--- src/mbrtu_pkg.sv ---
// Shared types, constants and the CRC step function for the Modbus RTU slave register server.
package mbrtu_pkg;

	// Sizes of the register stores and the frame buffer.
	localparam int HOLDING_COUNT = 16;
	localparam int INPUT_COUNT   = 8;
	localparam int FRAME_BYTES   = 64;
	localparam int FRAME_AW      = $clog2(FRAME_BYTES);
	localparam int FLEN_W        = $clog2(FRAME_BYTES + 1);
	localparam int REG_DEPTH     = 32;
	localparam int REG_AW        = $clog2(REG_DEPTH);
	localparam int INPUT_REGION  = HOLDING_COUNT;
	localparam int HDR_BYTES     = 7;

	// Reply layout.
	localparam int READ_OVERHEAD    = 5;
	localparam int WRITE_DATA_START = 7;
	localparam int WRITE_REPLY_LEN  = 8;
	localparam int ECHO_BYTES       = 6;

	// Input modes.
	localparam logic [1:0] MODE_BYTE = 2'd0;
	localparam logic [1:0] MODE_END  = 2'd1;
	localparam logic [1:0] MODE_LOAD = 2'd2;

	// Configuration register indexes.
	localparam logic [1:0] CFG_SLAVE   = 2'd0;
	localparam logic [1:0] CFG_HOLDING = 2'd1;
	localparam logic [1:0] CFG_INPUT   = 2'd2;
	localparam logic [1:0] CFG_STATUS  = 2'd3;

	// Function codes.
	localparam logic [7:0] FN_READ_HOLDING = 8'd3;
	localparam logic [7:0] FN_READ_INPUT   = 8'd4;
	localparam logic [7:0] FN_WRITE_SINGLE = 8'd6;
	localparam logic [7:0] FN_WRITE_MULTI  = 8'd16;

	localparam logic [15:0] CRC_INIT = 16'hFFFF;
	localparam logic [15:0] CRC_POLY = 16'hA001;

	typedef struct packed {
		logic [1:0]  mode;
		logic [7:0]  rx_byte;
		logic [2:0]  reg_index;
		logic [15:0] reg_value;
	} in_item_t;

	typedef struct packed {
		logic [7:0] tx_byte;
		logic       tx_last;
		logic       status_written;
	} out_item_t;

	typedef enum logic [2:0] {
		S_IDLE,
		S_CHECK,
		S_W_HI,
		S_W_LO,
		S_W_PUT,
		S_E_FETCH,
		S_E_LOAD
	} state_t;

	// One byte through the reflected CRC-16.
	function automatic logic [15:0] crc_byte(input logic [15:0] crc, input logic [7:0] b);
		logic [15:0] c;
		c = crc ^ {8'h00, b};
		for (int k = 0; k < 8; k++) begin
			if (c[0]) begin
				c = (c >> 1) ^ CRC_POLY;
			end else begin
				c = c >> 1;
			end
		end
		return c;
	endfunction

endpackage

--- src/modbus_rtu_slave_register_server.sv ---
// Modbus RTU slave: collects a frame, checks it, serves register reads and writes.
// Received bytes and input register loads are accepted only while idle; an end-of-frame goes to
// the check state, then S_W_HI, S_W_LO and S_W_PUT per register written by function 16, then
// S_E_FETCH (register store read) and S_E_LOAD (output load) per reply byte, as the stores read registered.
// A new item is accepted once the reply bytes are all loaded; the last may still wait at the output.
// Reset clears the control state, sets the CRC to 0xFFFF and marks all registers as zero.
module modbus_rtu_slave_register_server (
	input  logic                clk,
	input  logic                arst_n,
	input  logic                in_valid,
	output logic                in_ready,
	input  mbrtu_pkg::in_item_t in_data,
	output logic                out_valid,
	input  logic                out_ready,
	output mbrtu_pkg::out_item_t out_data,
	input  logic                cfg_valid,
	output logic                cfg_ready,
	input  logic [1:0]          cfg_index,
	input  logic [15:0]         cfg_data
);

	mbrtu_pkg::state_t state_q, state_d;

	logic [7:0]  slave_q;
	logic [15:0] holding_base_q, input_base_q, status_q;

	logic [mbrtu_pkg::FLEN_W-1:0] len_q;
	logic                         ovf_q;
	logic [15:0]                  crc_q;
	logic [7:0]                   hdr_q [mbrtu_pkg::HDR_BYTES];

	logic       is_read_q, fn4_q, flag_q;
	logic [3:0] off_q;
	logic [4:0] qty_q, i_q;
	logic [5:0] n_q, k_q;
	logic [15:0] rcrc_q;
	logic [7:0]  hi_q;

	logic [mbrtu_pkg::REG_DEPTH-1:0] valid_q;
	logic                            rd_valid_q;

	mbrtu_pkg::out_item_t out_q;
	logic                 out_valid_q;

	logic in_acc, out_free, load_byte;

	// Frame store ports.
	logic                           f_we;
	logic [mbrtu_pkg::FRAME_AW-1:0] f_waddr, f_raddr;
	logic [7:0]                     f_rdata;

	// Register store ports.
	logic                         r_we;
	logic [mbrtu_pkg::REG_AW-1:0] r_waddr, r_raddr;
	logic [15:0]                  r_wdata, r_rdata, r_value;

	mbrtu_ram #(.WIDTH(8), .DEPTH(mbrtu_pkg::FRAME_BYTES)) u_frame (
		.clk(clk), .we(f_we), .waddr(f_waddr), .wdata(in_data.rx_byte),
		.raddr(f_raddr), .rdata(f_rdata)
	);

	mbrtu_ram #(.WIDTH(16), .DEPTH(mbrtu_pkg::REG_DEPTH)) u_regs (
		.clk(clk), .we(r_we), .waddr(r_waddr), .wdata(r_wdata),
		.raddr(r_raddr), .rdata(r_rdata)
	);

	assign in_ready  = (state_q == mbrtu_pkg::S_IDLE);
	assign in_acc    = in_valid && in_ready;
	assign cfg_ready = 1'b1;
	assign out_valid = out_valid_q;
	assign out_data  = out_q;
	assign out_free  = !out_valid_q || out_ready;
	assign load_byte = (state_q == mbrtu_pkg::S_E_LOAD) && out_free;

	// Frame check decode, from the captured header bytes.
	logic [7:0]  fn, bc;
	logic [15:0] addr, qty, base;
	logic [16:0] off17;
	logic [17:0] sum;
	logic        is_rd, common, below, rd_ok, wr1_ok, wrm_ok;
	logic [5:0]  cnt;
	logic [16:0] stat_end;

	always_comb begin
		fn       = hdr_q[1];
		bc       = hdr_q[6];
		addr     = {hdr_q[2], hdr_q[3]};
		qty      = {hdr_q[4], hdr_q[5]};
		is_rd    = (fn == mbrtu_pkg::FN_READ_HOLDING) || (fn == mbrtu_pkg::FN_READ_INPUT);
		base     = (fn == mbrtu_pkg::FN_READ_INPUT) ? input_base_q : holding_base_q;
		cnt      = (fn == mbrtu_pkg::FN_READ_INPUT) ? 6'(mbrtu_pkg::INPUT_COUNT)
			: 6'(mbrtu_pkg::HOLDING_COUNT);
		off17    = {1'b0, addr} - {1'b0, base};
		below    = off17[16];
		sum      = {2'b00, off17[15:0]} + {2'b00, qty};
		common   = !ovf_q && (len_q >= mbrtu_pkg::FLEN_W'(4)) && (crc_q == 16'h0000)
			&& (hdr_q[0] == slave_q);
		rd_ok    = common && is_rd && (len_q == mbrtu_pkg::FLEN_W'(8)) && !below
			&& (qty != 16'h0000) && (sum <= 18'(cnt));
		wr1_ok   = common && (fn == mbrtu_pkg::FN_WRITE_SINGLE)
			&& (len_q == mbrtu_pkg::FLEN_W'(8)) && !below
			&& (off17[15:0] < 16'(mbrtu_pkg::HOLDING_COUNT));
		wrm_ok   = common && (fn == mbrtu_pkg::FN_WRITE_MULTI)
			&& (len_q >= mbrtu_pkg::FLEN_W'(9))
			&& ({2'b00, len_q} == 9'(9) + {1'b0, bc}) && !below && (qty != 16'h0000)
			&& ({8'h00, bc} == {qty[14:0], 1'b0}) && (qty[15] == 1'b0)
			&& (sum <= 18'(mbrtu_pkg::HOLDING_COUNT));
		stat_end = {1'b0, addr} + {1'b0, qty};
	end

	// Reply byte selection.
	logic [5:0] km3;
	logic [7:0] tx_b;
	logic       is_crc_lo, is_crc_hi;

	assign r_value = r_rdata & {16{rd_valid_q}};

	always_comb begin
		km3       = k_q - 6'd3;
		is_crc_lo = (k_q == n_q - 6'd2);
		is_crc_hi = (k_q == n_q - 6'd1);
		if (is_crc_lo) begin
			tx_b = rcrc_q[7:0];
		end else if (is_crc_hi) begin
			tx_b = rcrc_q[15:8];
		end else if (!is_read_q) begin
			tx_b = hdr_q[k_q[2:0]];
		end else if (k_q == 6'd0) begin
			tx_b = hdr_q[0];
		end else if (k_q == 6'd1) begin
			tx_b = hdr_q[1];
		end else if (k_q == 6'd2) begin
			tx_b = {2'b00, qty_q, 1'b0};
		end else begin
			tx_b = km3[0] ? r_value[7:0] : r_value[15:8];
		end
	end

	// Memory addressing and write enables.
	always_comb begin
		f_we    = in_acc && (in_data.mode == mbrtu_pkg::MODE_BYTE)
			&& (len_q < mbrtu_pkg::FLEN_W'(mbrtu_pkg::FRAME_BYTES));
		f_waddr = len_q[mbrtu_pkg::FRAME_AW-1:0];
		f_raddr = mbrtu_pkg::FRAME_AW'(mbrtu_pkg::WRITE_DATA_START)
			+ mbrtu_pkg::FRAME_AW'({i_q, 1'b0})
			+ mbrtu_pkg::FRAME_AW'(state_q == mbrtu_pkg::S_W_LO);
		r_raddr = mbrtu_pkg::REG_AW'(fn4_q ? mbrtu_pkg::INPUT_REGION : 0)
			+ mbrtu_pkg::REG_AW'(off_q) + mbrtu_pkg::REG_AW'(km3[5:1]);
		r_we    = 1'b0;
		r_waddr = mbrtu_pkg::REG_AW'(off17[3:0]);
		r_wdata = qty;
		if (in_acc && (in_data.mode == mbrtu_pkg::MODE_LOAD)
			&& ({1'b0, in_data.reg_index} < 4'(mbrtu_pkg::INPUT_COUNT))) begin
			r_we    = 1'b1;
			r_waddr = mbrtu_pkg::REG_AW'(mbrtu_pkg::INPUT_REGION)
				+ mbrtu_pkg::REG_AW'(in_data.reg_index);
			r_wdata = in_data.reg_value;
		end else if (state_q == mbrtu_pkg::S_CHECK && wr1_ok) begin
			r_we = 1'b1;
		end else if (state_q == mbrtu_pkg::S_W_PUT) begin
			r_we    = 1'b1;
			r_waddr = mbrtu_pkg::REG_AW'(off_q) + mbrtu_pkg::REG_AW'(i_q);
			r_wdata = {hi_q, f_rdata};
		end
	end

	// State register.
	always_ff @(posedge clk or negedge arst_n) begin
		if (!arst_n) begin
			state_q <= mbrtu_pkg::S_IDLE;
		end else begin
			state_q <= state_d;
		end
	end

	// Next state.
	always_comb begin
		state_d = state_q;
		case (state_q)
			mbrtu_pkg::S_IDLE: begin
				if (in_acc && in_data.mode == mbrtu_pkg::MODE_END) begin
					state_d = mbrtu_pkg::S_CHECK;
				end
			end
			mbrtu_pkg::S_CHECK: begin
				if (wrm_ok) begin
					state_d = mbrtu_pkg::S_W_HI;
				end else if (rd_ok || wr1_ok) begin
					state_d = mbrtu_pkg::S_E_FETCH;
				end else begin
					state_d = mbrtu_pkg::S_IDLE;
				end
			end
			mbrtu_pkg::S_W_HI: state_d = mbrtu_pkg::S_W_LO;
			mbrtu_pkg::S_W_LO: state_d = mbrtu_pkg::S_W_PUT;
			mbrtu_pkg::S_W_PUT: begin
				state_d = (i_q + 5'd1 == qty_q) ? mbrtu_pkg::S_E_FETCH : mbrtu_pkg::S_W_HI;
			end
			mbrtu_pkg::S_E_FETCH: state_d = mbrtu_pkg::S_E_LOAD;
			mbrtu_pkg::S_E_LOAD: begin
				if (out_free) begin
					state_d = is_crc_hi ? mbrtu_pkg::S_IDLE : mbrtu_pkg::S_E_FETCH;
				end
			end
			default: state_d = mbrtu_pkg::S_IDLE;
		endcase
	end

	// Control state: configuration, frame collection, register valid bits, output register.
	always_ff @(posedge clk or negedge arst_n) begin
		if (!arst_n) begin
			slave_q        <= 8'd1;
			holding_base_q <= 16'h0000;
			input_base_q   <= 16'h0000;
			status_q       <= 16'h0000;
			len_q          <= '0;
			ovf_q          <= 1'b0;
			crc_q          <= mbrtu_pkg::CRC_INIT;
			valid_q        <= '0;
			rd_valid_q     <= 1'b0;
			out_valid_q    <= 1'b0;
		end else begin
			if (cfg_valid && cfg_ready) begin
				case (cfg_index)
					mbrtu_pkg::CFG_SLAVE:   slave_q        <= cfg_data[7:0];
					mbrtu_pkg::CFG_HOLDING: holding_base_q <= cfg_data;
					mbrtu_pkg::CFG_INPUT:   input_base_q   <= cfg_data;
					mbrtu_pkg::CFG_STATUS:  status_q       <= cfg_data;
					default: ;
				endcase
			end
			if (in_acc && in_data.mode == mbrtu_pkg::MODE_BYTE) begin
				if (f_we) begin
					len_q <= len_q + mbrtu_pkg::FLEN_W'(1);
					crc_q <= mbrtu_pkg::crc_byte(crc_q, in_data.rx_byte);
				end else begin
					ovf_q <= 1'b1;
				end
			end
			if (state_q == mbrtu_pkg::S_CHECK) begin
				len_q <= '0;
				ovf_q <= 1'b0;
				crc_q <= mbrtu_pkg::CRC_INIT;
			end
			if (r_we) begin
				valid_q[r_waddr] <= 1'b1;
			end
			rd_valid_q <= valid_q[r_raddr];
			if (load_byte) begin
				out_valid_q <= 1'b1;
			end else if (out_ready) begin
				out_valid_q <= 1'b0;
			end
		end
	end

	// Payload registers: header capture, request decode, reply sequencing.
	always_ff @(posedge clk) begin
		if (f_we && len_q < mbrtu_pkg::FLEN_W'(mbrtu_pkg::HDR_BYTES)) begin
			hdr_q[len_q[2:0]] <= in_data.rx_byte;
		end
		case (state_q)
			mbrtu_pkg::S_CHECK: begin
				is_read_q <= is_rd;
				fn4_q     <= (fn == mbrtu_pkg::FN_READ_INPUT);
				off_q     <= off17[3:0];
				qty_q     <= qty[4:0];
				i_q       <= '0;
				k_q       <= '0;
				rcrc_q    <= mbrtu_pkg::CRC_INIT;
				n_q       <= is_rd ? 6'(mbrtu_pkg::READ_OVERHEAD) + {qty[4:0], 1'b0}
					: 6'(mbrtu_pkg::WRITE_REPLY_LEN);
				if (fn == mbrtu_pkg::FN_WRITE_SINGLE) begin
					flag_q <= (addr == status_q);
				end else begin
					flag_q <= !is_rd && (status_q >= addr) && ({1'b0, status_q} < stat_end);
				end
			end
			mbrtu_pkg::S_W_LO: hi_q <= f_rdata;
			mbrtu_pkg::S_W_PUT: begin
				i_q <= i_q + 5'd1;
			end
			default: ;
		endcase
		if (load_byte) begin
			out_q.tx_byte        <= tx_b;
			out_q.tx_last        <= is_crc_hi;
			out_q.status_written <= flag_q;
			k_q                  <= k_q + 6'd1;
			if (!is_crc_lo && !is_crc_hi) begin
				rcrc_q <= mbrtu_pkg::crc_byte(rcrc_q, tx_b);
			end
		end
	end

	// The frame length never passes the buffer size.
	assert property (@(posedge clk) disable iff (!arst_n)
		len_q <= mbrtu_pkg::FLEN_W'(mbrtu_pkg::FRAME_BYTES))
		else $error("frame length beyond buffer");

	// A check cycle only follows an accepted end-of-frame transaction.
	assert property (@(posedge clk) disable iff (!arst_n)
		(state_q == mbrtu_pkg::S_CHECK) |-> $past(in_acc && in_data.mode == mbrtu_pkg::MODE_END))
		else $error("frame check without end of frame");

	// Multi-register writes stay inside the holding registers.
	assert property (@(posedge clk) disable iff (!arst_n)
		(state_q == mbrtu_pkg::S_W_PUT)
		|-> (({1'b0, off_q} + i_q) < 5'(mbrtu_pkg::HOLDING_COUNT)))
		else $error("holding register write out of range");

endmodule

--- src/mbrtu_ram.sv ---
// Generic single-write, single-read RAM with a registered read port.
module mbrtu_ram #(
	parameter int WIDTH = 8,
	parameter int DEPTH = 64
) (
	input  logic                     clk,
	input  logic                     we,
	input  logic [$clog2(DEPTH)-1:0] waddr,
	input  logic [WIDTH-1:0]         wdata,
	input  logic [$clog2(DEPTH)-1:0] raddr,
	output logic [WIDTH-1:0]         rdata
);

	logic [WIDTH-1:0] mem [DEPTH];

	// Write port and registered read port.
	always_ff @(posedge clk) begin
		if (we) begin
			mem[waddr] <= wdata;
		end
		rdata <= mem[raddr];
	end

endmodule

--- config.mk ---
export PLATFORM = sky130hd
export DESIGN_NAME = modbus_rtu_slave_register_server
export DESIGN_NICKNAME = d
export VERILOG_FILES = /design/src/mbrtu_pkg.sv /design/src/modbus_rtu_slave_register_server.sv /design/src/mbrtu_ram.sv
export SDC_FILE = /design/constraint.sdc
export NUM_CORES = 1
export LEC_CHECK = 0
export ABC_CLOCK_PERIOD_IN_PS = 18050
export BUFFER_PORTS_ARGS = -buffer_cell sky130_fd_sc_hd__buf_2
export CORE_MARGIN = 5
export CORE_UTILIZATION = 45
export DETAILED_ROUTE_END_ITERATION = 12
export SYNTH_ARGS = -nofsm -noshare
export SYNTH_HDL_FRONTEND = slang
export SYNTH_HIERARCHICAL = 1
export SYNTH_SLANG_ARGS = --single-unit
export TNS_END_PERCENT = 100
--- constraint.sdc ---
create_clock -name clk -period 18.05 [get_ports clk]
set_clock_uncertainty 0.1 [all_clocks]
set_input_delay 2.7075 -clock clk [delete_from_list [all_inputs] [get_ports clk]]
set_output_delay 2.7075 -clock clk [all_outputs]
set_load 0.05 [all_outputs]
# Yosys cells after proc, flatten, opt, wreduce, memory -nomap -nowiden
# Memory sizes are Yosys's and may differ from the RTL's. A register that Yosys moved wholly into a read port is not among the register bits.
# Cells that the tools add are included.
# totals
memories,3
output_inout_bits,13
reg_bits,180
in_bits,52
mem_bits_rw,1080
word_cells,263
# mem_list
name,words,word_bits,rd,rd_ports_with_merged_regs,write_ports,line_no,text
u_frame.mem,64,8,1,1,1,mbrtu_ram.sv:14,logic [WIDTH-1:0] mem [DEPTH];
u_regs.mem,32,16,1,1,1,mbrtu_ram.sv:14,
hdr_q,7,8,8,1,1,modbus_rtu_slave_register_server.sv:30,logic [7:0] hdr_q [mbrtu_pkg::HDR_BYTES];
# classes
muxes,99
reduce_logical,59
n_eq_ne,28
bitwise,21
magnitude_cmp,12
add_sub_neg,17
# ops
operator,n
16-bit 2-to-1 mux,54
8-bit 2-to-1 mux,7
2-bit inverter with 3-bit output,16
16-bit by 16-bit adder with 17-bit output,2
1-bit logical AND,32
32-bit bitwise OR,1
16-bit by 8-bit bitwise XOR with 16-bit output,2
5-bit 2-to-1 mux,5
3-bit 2-to-1 mux,7
7-bit 2-to-1 mux,3
3-bit one-hot mux with 7 select lines,1
17-bit by 5-bit less-or-equal comparator with 1-bit output,1
17-bit by 5-bit less-or-equal comparator with 1-bit output (second input constant),1
16-bit by 17-bit less-than comparator with 1-bit output,1
1-bit 2-to-1 mux,17
16-bit by 16-bit subtractor with 17-bit output,1
16-bit AND,1
16-bit equality test,1
8-bit by 16-bit equality test with 1-bit output,1
8-bit by 3-bit equality test with 1-bit output (second input constant),2
16-bit >= comparator,1
16-bit zero test,1
16-bit by 5-bit less-than comparator with 1-bit output (second input constant),1
16-bit nonzero test,1
46 further kinds,76

# Longest topological paths before layout
# depth
word_depth,41
mapped_depth,27

# Hierarchy
# Netlist, hierarchy kept.
# modules_own_cells
mod,seq_area_each_um2,area_each_um2,cells_per_inst,instances
mbrtu_ram at u_regs,15695.1,20535.9,1143,1
mbrtu_ram at u_frame,15534.9,20166.8,940,1
modbus_rtu_slave_register_server,6662.6,15738.8,1501,1

# Worst setup path before layout
# No wires, ideal clock.
# synth_timing
path_type,flip-flop to flip-flop
startpoint,memory hdr_q[1][3]
endpoint,"memory u_regs.mem[28][0], enable pin"
setup_ps,388
n_path_buf,2
period_less_slack_ps,6606
required_ps,17562
stages_incl_launch_ff,24
setup_slack_ps,11444
arrival_ps,6117
path_cell_list,edfxtp_1 or4_1 nor2_1 nand3_1 inv_1 nand2_1 nand2_1 ha_1 inv_1 fa_1 a21o_1 a21oi_1 o21ai_1 a31oi_1 xnor2_1 a211o_1 or4_1 or4_1 nor4_2 a31o_2 buf_6 or3b_2 clkbuf_1 nor2_1
# synth_rtl
item,line_no
"start, declared",modbus_rtu_slave_register_server.sv:30
"end, declared",mbrtu_ram.sv:14

==> flow_summary_export.csv <==
group,metric,value,unit
outcome,status,"complete, no violations",
global_route,grt_pass1_wl,212,mm
clock_tree,clk_latency,750,ps
drt,viasPerCell,5.85,
sta,finalCritPeriodShare,44.7,%
power_and_ir_drop,power_density,107,nW/um^2
cells_and_area,area_delta_synth_final,11.9,%
yosys,syn_inst,3584,
cells_and_area,drive_gt1_share,17.0,%
cells_and_area,multi_input_area,17400,um^2
cells_and_area,seqCellArea,37900,um^2
power_and_ir_drop,p_clk_share,40.4,%
clock_tree,cts.sinks,1295,
power_and_ir_drop,p_comb_share,9.4,%
global_route,antenna_found_initial,3,
yosys,syn_area,56400,um^2
yosys,synth_edf_count,1135,
drt,ant_nets,0,
place,port_buffers,63,
sta,finalHoldWorstSlack,351,ps
sta,finalSetupViolCount,0,
sta,tightest_slew,1330,ps
sta,slew_headroom,10.9,%
yosys,synthArstFlopShare,9.03,%
sta,final_max_slew_viol_count,0,
floorplan,fp.coreArea,125000,um^2
worst_setup_path,cp_slowest_cell,"nor2_1",
global_route,first_global_vias,31500,
cells_and_area,nNetsFinal,3862,
yosys,synth_cell_type_count,94,
clock_tree,post_cts.repair.setup_buffers,0,
clock_tree,cts_hold_buf,0,
clock_tree,cts_tree,"done",
global_route,grt_use_total,21.7,%
clock_tree,clkTransAtPathRegs,60,ps
floorplan,num_io_pins,65,
worst_setup_path,worstSetupPathType,"flop to flop",
yosys,synth-seq-area-share,67.1,%
place,dpl.hpwl,92.4,mm
cells_and_area,fillers,10300,
floorplan,die_x,364,um
worst_setup_path,slowest_delay,1250,ps
clock_tree,cts_buffer_depth,3,
power_and_ir_drop,power.internal,5180,uW
drt,remaining_drc_errors,0,
worst_setup_path,required,18290,ps
yosys,ys_top_cells_by_area,"edfxtp_1 (60%), mux4_2 (6.1%), mux2i_1 (5.6%)",
clock_tree,post_cts_resized,0,
worst_setup_path,crit_top_cell,"or4_1",
drt,wl_per_cell,26.3,um
drt,drt_iter0_markers,3236,
clock_tree,numCtsBuffers,136,
drt,dr_total_vias,32000,
power_and_ir_drop,pwr-share-seq,50.2,%
sta,setup-tns-final,0,ps
worst_hold_path,hp-class,"flop to flop",
yosys,ys_dominant_reg_cell,"edfxtp_1",
yosys,synth_area_per_cell,15.7,um^2
global_route,overflow,0,
worst_setup_path,path_cells,"or4_1, nor2_1, nand3_1, buf_4, inv_1, nand2_1, nand2_1, ha_1, inv_1, fa_1, a21o_1, a21oi_1, o21ai_1, a31oi_1, xnor2_1, a211o_1, or4_1, or4_1, nor4_2, a31o_2, nand3b_1, nor2_1",
sta,rsz0062_at_grt,"false",
worst_setup_path,path_buf_inv,3,
power_and_ir_drop,p_sw,1610,uW
worst_setup_path,cp.arrival,8310,ps
drt,first_pass_iters,6,
power_and_ir_drop,leakagePower,0.0226,uW
yosys,synth_top_area_share,60.4,%
floorplan,fp.dieH,364,um
floorplan,dieArea,133000,um^2
power_and_ir_drop,swShare,23.7,%
sta,finalCriticalPeriod,8060,ps
worst_setup_path,start_kind,"flop",
sta,fmax,124,MHz
worst_setup_path,critPathTopFamily,"simple AND/OR/NAND/NOR gates",
yosys,synth_warnings,6,
clock_tree,cts_root_buf,"clkbuf_16",
floorplan,start_util,45.1,%
job,maxCapViolations,0,
clock_tree,cts_htree_levels,4,
power_and_ir_drop,ir_worst_vdd,0.100,mV
place,gp_congestion,0.884,
floorplan,fp-row-count,130,
place,place_inst,5213,
cells_and_area,fin_cells,5465,
sta,hold_violations,0,
yosys,yosys.area.top_type,"edfxtp_1",
global_route,grt_max_degree,110,
drt,drt_wl_total,144,mm
yosys,yosys_register_bits,1295,
worst_setup_path,cp_max_fo,28,
worst_setup_path,end_kind,"flop",
==> power groups by stage <==
stage | Combinational [uW] | Clock [uW] | Sequential (uW)
2_1_floorplan | 442 | 0 | 3440
3_3_place_gp | 631 | 0 | 3470
3_5_place_dp | 635 | 0 | 3470
4_1_cts | 638 | 2800 | 3410
5_1_grt | 702 | 2930 | 3410
6_report | 640 | 2740 | 3410
==> cell usage after synthesis (71+ instances only) <==
library cell	instances
edfxtp_1	1135
mux2i_1	318
nor2_1	232
nand2_1	169
mux4_2	152
a21oi_1	115
ha_1	104
dfrtp_1	100
clkbuf_1	75
inv_1	73
nand3_1	73
mux2_2	71
==> metrics by stage <==
step	total power, uW	worst slack (ps)	utilization [%]	instance area (um^2)
6_report	6780	9990	50.5	63100
5_1_grt	7040	9510	50.5	63100
4_1_cts	6840	10080	50.5	63100
3_5_place_dp	4100	10110	46.9	58700
3_3_place_gp	4100	10220	46.9	58700
2_1_floorplan	3880	11440	-	56500
==> area by class of cell <==
type / instances / area share (%)
timing repair buffer: 156 / 1.63
multi-input combinational: 2036 / 27.6
clock buffer: 169 / 5.81
antenna: 6 / 0.0238
inverter: 76 / 0.456
clock inverter: 77 / 1.18
sequential: 1295 / 60.0
tap: 1650 / 3.27
==> cells in the final DEF (no fill, tap or decap), drive strengths merged, types with 18 or more instances in the layout <==
cell type	synthesis	final
clkinv	2	58
nor2b	31	31
xnor2	62	62
nand2b	20	20
mux2	72	72
dfxtp	43	43
nor3	58	58
a211oi	26	26
a22o	34	34
inv	74	81
ha	104	104
clkbuf	76	169
nor4	18	18
buf	108	156
a21oi	115	115
xor2	58	58
a22oi	68	68
o21ai	54	54
nand4	27	27
edfxtp	1135	1135
a31oi	50	50
a21o	40	40
o21a	18	18
nand2	169	169
nand3	73	73
mux2i	318	318
nor2	234	234
mux4	152	152
dfrtp	100	100
==> sequential cells by signal (all words and copies together), names as in the netlist, 8 cells and up, named ones only <==
register	flops
crc_q	16
hdr_q	64
hi_q	8
holding_base_q	16
input_base_q	16
out_data	10
rcrc_q	16
slave_q	8
status_q	16
u_frame/mem	512
u_frame/rdata	8
u_regs/mem	512
u_regs/rdata	16
valid_q	32
==> routing by layer <==
layer	vias to the layer above	global-route usage (%)	wire length, um
li1	14300	-	-
met4	0	7.28	4620
met1	16300	30.7	62500
met2	1171	33.4	65700
met5	-	0	0
met3	239	5.16	11100
==> logic make-up after synthesis <==
| kind of cell | count (synthesis) | synth area share (%) |
|---|---|---|
| other cells | 2 | 0.0133 |
| xor+xnor | 121 | 1.96 |
| fa+ha+maj | 109 | 2.48 |
| mux | 542 | 13.1 |
| buf+inv | 260 | 2.55 |
| compound gates | 553 | 6.87 |
| flops | 1295 | 67.1 |
| simple gates | 702 | 5.85 |
==> final timing paths <==
| kind | start | to | slack, ps | cells after the start |
|---|---|---|---|---|
| min in group asynchronous | arst_n | input_base_q[7] | 1900 | 1 |
| min reg2reg | u_frame/rdata[1] | hi_q[1] | 350 | 0 |
| max | hdr_q[1][3] | u_regs/mem[13][3] | 9990 | 22 |
| min | u_frame/rdata[1] | hi_q[1] | 350 | 0 |
| max reg2reg | hdr_q[1][3] | u_regs/mem[13][3] | 9990 | 22 |
| max in group asynchronous | arst_n | valid_q[25] | 14580 | 2 |
(Power assumes the default switching activity.)
